===== src/sv/tnnm_pkg.sv =====
`timescale 1ns / 1ps
// ----------------------------------------------------------------------------
// tnnm_pkg
// Shared widths, codes, reset values and types of the descriptor matcher.
// ----------------------------------------------------------------------------
package tnnm_pkg;

  localparam int DIMS_DEF        = 128;
  localparam int MAX_ENTRIES_DEF = 1024;

  localparam int COMP_W   = 16;
  localparam int LABEL_W  = 8;
  localparam int ENTRY_W  = 10;
  localparam int DIM_W    = 7;
  localparam int COUNT_W  = 11;
  localparam int DIST_W   = 39;
  localparam int SQ_W     = 32;
  localparam int CFG_W    = 39;
  localparam int CFG_IDX_W = 2;

  localparam logic [CFG_IDX_W-1:0] CFG_ENTRY_COUNT  = 2'd0;
  localparam logic [CFG_IDX_W-1:0] CFG_STRONG_THR   = 2'd1;
  localparam logic [CFG_IDX_W-1:0] CFG_ACCEPT_THR   = 2'd2;

  localparam logic REQ_LOAD  = 1'b0;
  localparam logic REQ_QUERY = 1'b1;

  localparam logic [DIST_W-1:0] DIST_MAX          = {DIST_W{1'b1}};
  localparam logic [DIST_W-1:0] STRONG_THR_RESET  = 39'd54358180;
  localparam logic [DIST_W-1:0] ACCEPT_THR_RESET  = 39'd81201725;

  // Tag that travels with one component pair through the distance pipeline
  typedef struct packed {
    logic vld;
    logic first;
    logic last;
  } dist_ctl_t;

endpackage


===== src/sv/tnnm_dist.sv =====
`timescale 1ns / 1ps
// ----------------------------------------------------------------------------
// tnnm_dist
// Squared-distance datapath: square one component difference per cycle and
// accumulate it with saturation, flagging the sum at the last component.
// ----------------------------------------------------------------------------
module tnnm_dist
  import tnnm_pkg::*;
(
  input  logic                     clk,
  input  logic                     rst_n,
  input  dist_ctl_t                ctl_i,
  input  logic [COMP_W-1:0]        tbl_i,
  input  logic [COMP_W-1:0]        qry_i,
  output logic                     pend_o,
  output logic                     dist_vld_o,
  output logic [DIST_W-1:0]        dist_o
);

  logic signed [COMP_W:0] diff;
  logic        [COMP_W:0] diff_abs;
  logic [COMP_W-1:0]      mag;
  dist_ctl_t              ctla_r;
  logic [SQ_W-1:0]        sq_r;
  logic [DIST_W-1:0]      acc_r;
  logic [DIST_W-1:0]      base;
  logic [DIST_W:0]        sum;
  logic                   dist_vld_r;

  always_comb begin
    diff     = signed'({tbl_i[COMP_W-1], tbl_i}) - signed'({qry_i[COMP_W-1], qry_i});
    diff_abs = diff[COMP_W] ? (-diff) : diff;
    mag      = diff_abs[COMP_W-1:0];
    base     = ctla_r.first ? '0 : acc_r;
    sum      = {1'b0, base} + (DIST_W+1)'(sq_r);
  end

  always_ff @(posedge clk) begin
    if (!rst_n) begin
      ctla_r     <= '0;
      dist_vld_r <= 1'b0;
    end else begin
      ctla_r     <= ctl_i;
      dist_vld_r <= ctla_r.vld && ctla_r.last;
    end
  end

  always_ff @(posedge clk) begin
    sq_r <= SQ_W'(mag * mag);
    if (ctla_r.vld) begin
      acc_r <= sum[DIST_W] ? DIST_MAX : sum[DIST_W-1:0];
    end
  end

  assign pend_o     = ctla_r.vld;
  assign dist_vld_o = dist_vld_r;
  assign dist_o     = acc_r;

endmodule


===== config.mk =====
export PLATFORM = sky130hd
export DESIGN_NAME = tnnm_dist
export DESIGN_NICKNAME = d
export VERILOG_FILES = /design/src/sv/tnnm_pkg.sv /design/src/sv/tnnm_dist.sv
export SDC_FILE = /design/constraint.sdc
export NUM_CORES = 1
export LEC_CHECK = 0
export BUFFER_PORTS_ARGS = -buffer_cell sky130_fd_sc_hd__buf_2
export CAP_MARGIN = 20
export CORE_UTILIZATION = 65
export CTS_BUF_LIST = sky130_fd_sc_hd__clkbuf_8
export DETAILED_ROUTE_END_ITERATION = 7
export PLACE_DENSITY = 0.83
export SYNTH_ARGS = -nofsm -noshare
export SYNTH_HDL_FRONTEND = slang
export SYNTH_SLANG_ARGS = --single-unit

===== constraint.sdc =====
create_clock -name clk -period 12.8 [get_ports clk]
set_input_delay 1.28 -clock clk [delete_from_list [all_inputs] [get_ports clk]]
set_output_delay 1.28 -clock clk [all_outputs]
set_load 0.01 [all_outputs]

# == After elaboration in Yosys (flattened, before gate mapping) ==
# Cells that the tools add are included.
# word_totals
wordCells,13
output_inout_bits,41
register_bits,75
input_bits,37
# op_classes
reduce_logical,1
n_mux,2
mul,1
addsub,3
# op_table
op,n
adder 39 x 32 -> 40 bit,1
two-way mux 39 bit,1
multiplier 16 x 16 -> 32 bit,1
subtractor 16 x 16 -> 17 bit,1
two-way mux 16 bit,1
negator 16 bit,1
logical AND 1 bit,1

# == Depth between registers and ports, before layout ==
# logic_depth
depth_word,4
mapped_depth,40

# == Least setup slack after synthesis ==
# No wires, ideal clock.
# synth_path
kind,in2reg
start,input tbl_i[0]
end,register sq_r[30]
stages,31
setup_time_ps,119
path_buffers,0
arrival_ps,9402
path_slack_ps,3279
cell_sequence,inv_1 -> ha_1 -> fa_1 -> nand2b_1 -> a21oi_1 -> nor2_1 -> or3b_2 -> or3_4 -> o21ai_0 -> xor2_1 -> clkinv_1 -> nand2_1 -> fa_1 -> fa_1 -> inv_1 -> fa_1 -> fa_1 -> fa_1 -> inv_1 -> fa_1 -> inv_1 -> ha_1 -> and3_1 -> nand3_1 -> o32ai_1 -> nand2_1 -> a2111oi_0 -> nor2_1 -> o2111ai_1 -> a21oi_1 -> xnor2_1
# synth_via
elab_chain_cells,4
# synth_rtl
element,line,text
from (decl),tnnm_dist.sv:13,"input logic [COMP_W-1:0] tbl_i,"
subtractor 16 x 16 -> 17 bit (*),tnnm_dist.sv:31,"diff = signed'({tbl_i[COMP_W-1], tbl_i}) - signed'({qry_i[COMP_W-1], qry_i});"
negator 16 bit,tnnm_dist.sv:32,diff_abs = diff[COMP_W] ? (-diff) : diff;
two-way mux 16 bit (*),tnnm_dist.sv:32,
multiplier 16 x 16 -> 32 bit (*),tnnm_dist.sv:49,sq_r <= SQ_W'(mag * mag);
to (signal assigned),tnnm_dist.sv:49,
to (decl),tnnm_dist.sv:24,logic [SQ_W-1:0] sq_r;
# Mark *: on every way between the ends. The rest lies on a longest branch, timed or not.
# A chain may end at the register's enable or synchronous reset.

# == Worst setup path after layout ==
# Same ends and word-level chain as after synthesis.

==> metrics.txt <==
status=complete, no violations; TritonCTS Sinks=74; nets=1818; Synth top area share=26.8%; top-count cell post-synth=inv_1; post-synth top area cell=fa_1; post_cts resized=0; Mapped Area=12300 µm²; worst r2r src=ctla_r[1]; later-pin clock latency in the skew report=0.36 ns; CP max stage delay=0.73 ns; CP top delay family=adder cells; Worst Path Buf+Inv=6; first-pass GRT wire length=46.8 mm; Crit Path Max Fanout=10; critical path type=in -> reg; final cell count without fillers=1710; largest net degree at the start of global routing=42; Warnings, synthesis=0; post-synthesis register bit count=74; Max-slew headroom=33.6%; CTS tree=built; Hold Path Class=reg -> reg; final core utilization=70.6%; RSZ-0062 raised after global routing=no; core area=18600 µm²; Seq/Total Area, Yosys=15.2%; worst-margin pin slew=0.993 ns; DR vias/cell=5.77; reg2reg path depth=14; GPL Wtd Cong=0.933; Mapped Cells=1410; ant diodes=0; Worst Skew=0.0118 ns; clock-pin transition on the worst setup and hold timing paths=0.08 ns; Top FF cell, synth=edfxtp_1; Commonest cells post-synth=inv_1 (273), fa_1 (165), ha_1 (145); CTS Buf Count=9; Distinct cells, synth=70; crit share post-route=85.3%; vias in the first global route=10343; H-tree depth=3; routed len/inst=15.8 µm; Total Routing Usage GR=29.6%; Startpoint Class=primary input; starting density of the core=66.2%; max-cap violation count=0; Max Fclk=91.5 MHz; number of max-slew violations in the final report=0; antenna-violating nets left=0; postcts setup bufs=0; Post-DP HPWL=22.2 mm; CP startpoint=tbl_i[0]; Die Wd=140 µm; hold-fix buffers at CTS=0; final setup TNS=0 ns; root buffer cell=clkbuf_8; CP Capture Type=flop; Post-synth EDFFs=39; die area=19600 µm²; worst hold path depth=1; DRT iter0 DRCs=612; Final Setup Violations=0; total detailed-routing wirelength=26.9 mm; I/O Pins=78; Vias=9867; Async SR Flop Fraction=0%; global route total overflow=0; # port buffers=77; WP data arrival=11.17 ns; DRC viols=0; Area Overhead vs Synth=6.56%; pre-CTS setup slack=1.74 ns; HP Start=ctla_r[0]; syn nets=1757; Syn Area/Cell=8.76 µm²; dpl cells=1694; Critical Path Slowest Stage Cell=a2111oi_0; final hold violation count=0; worst path required time=13.05 ns; top cells by area, synth=fa_1 (27%), ha_1 (15%), edfxtp_1 (9.5%); share of layout cells above drive strength 1=8.60%; Max clock buf depth=2; initial antenna violation count=0; Final WS setup=1.88 ns; Worst path depth=32; drt pass-1 iters=5; Die Y=140 µm; Tmin final=10.92 ns; Rows=50; crit-path most repeated cell=fa_1
==> stage by stage <==
stage	hold WS [ns]	cell area, µm²
final	0.461	13200
after global routing	0.493	13200
after CTS	0.464	13200
after detailed placement	0.436	12900
after global placement	0.433	12900
after floorplan	0.429	12300
==> flip-flops by register name, indices dropped and copies added (netlist names) <==
signal,count
dist_o,39
sq_r,31
ctla_r,2
dist_vld_o,1
pend_o,1
==> per-layer routing <==
metal	GRT usage, %	part of all wire, %
met1	36.5	41
met5	0	0
met3	4.40	5.3
met4	9.43	2.8
met2	53.1	51
==> final timing paths <==
kind	slack, ns	endpoint
worst max-delay path	1.88	sq_r[30]
worst min-delay path	0.46	dist_vld_o
worst max register to register	8.12	dist_o[36]
worst min register to register	0.46	dist_vld_o
==> placed cells by master, fill, tap and decap left out, drive strengths merged, types with 3 or more instances in the layout <==
cell type and instances:
inv 284, fa 165, ha 145, nand2 124, nor2 114, buf 83
a21oi 69, xnor2 57, o21ai 52, a21o 41, edfxtp 39, nor2b 38
dfxtp 35, xor2 29, nand2b 14, o21a 14, nor3 13, nand3 13
or2 12, o21bai 11, a31oi 10, clkbuf 9, and3 8, o31ai 8
nand4 7, a211oi 7, and2 6, o2111ai 5, o211ai 4, a211o 4
and4 4, or3 4, o22ai 3, a2bb2oi 3, or4 3, a2111oi 3
a221oi 3
==> cell families (layout without fill, tap and decap cells) <==
group	count (synthesis)	count (layout)	share of synthesized area [%]
flip-flops	74	74	15.2
AND/OR/NAND/NOR	374	374	14.3
adder cells (fa/ha/maj)	310	310	41.4
AO/OA/AOI/OAI	251	251	13.2
XOR/XNOR	86	86	6.22
multiplexers	1	1	0.0811
buffers and inverters	314	380	9.64
==> final cells by class <==
type                       count  area (µm²)
multi-input combinational   1022        9290
fill                        1462        5490
sequential                    74        1870
inverter                     281        1050
timing repair buffer          83         430
tap                          234         293
clock buffer                   9         124
clock inverter                 7        96.3
Power is left out: the tool's default activity adds up to more than one toggle a clock period on the data nets, which glitch-free logic cannot reach.
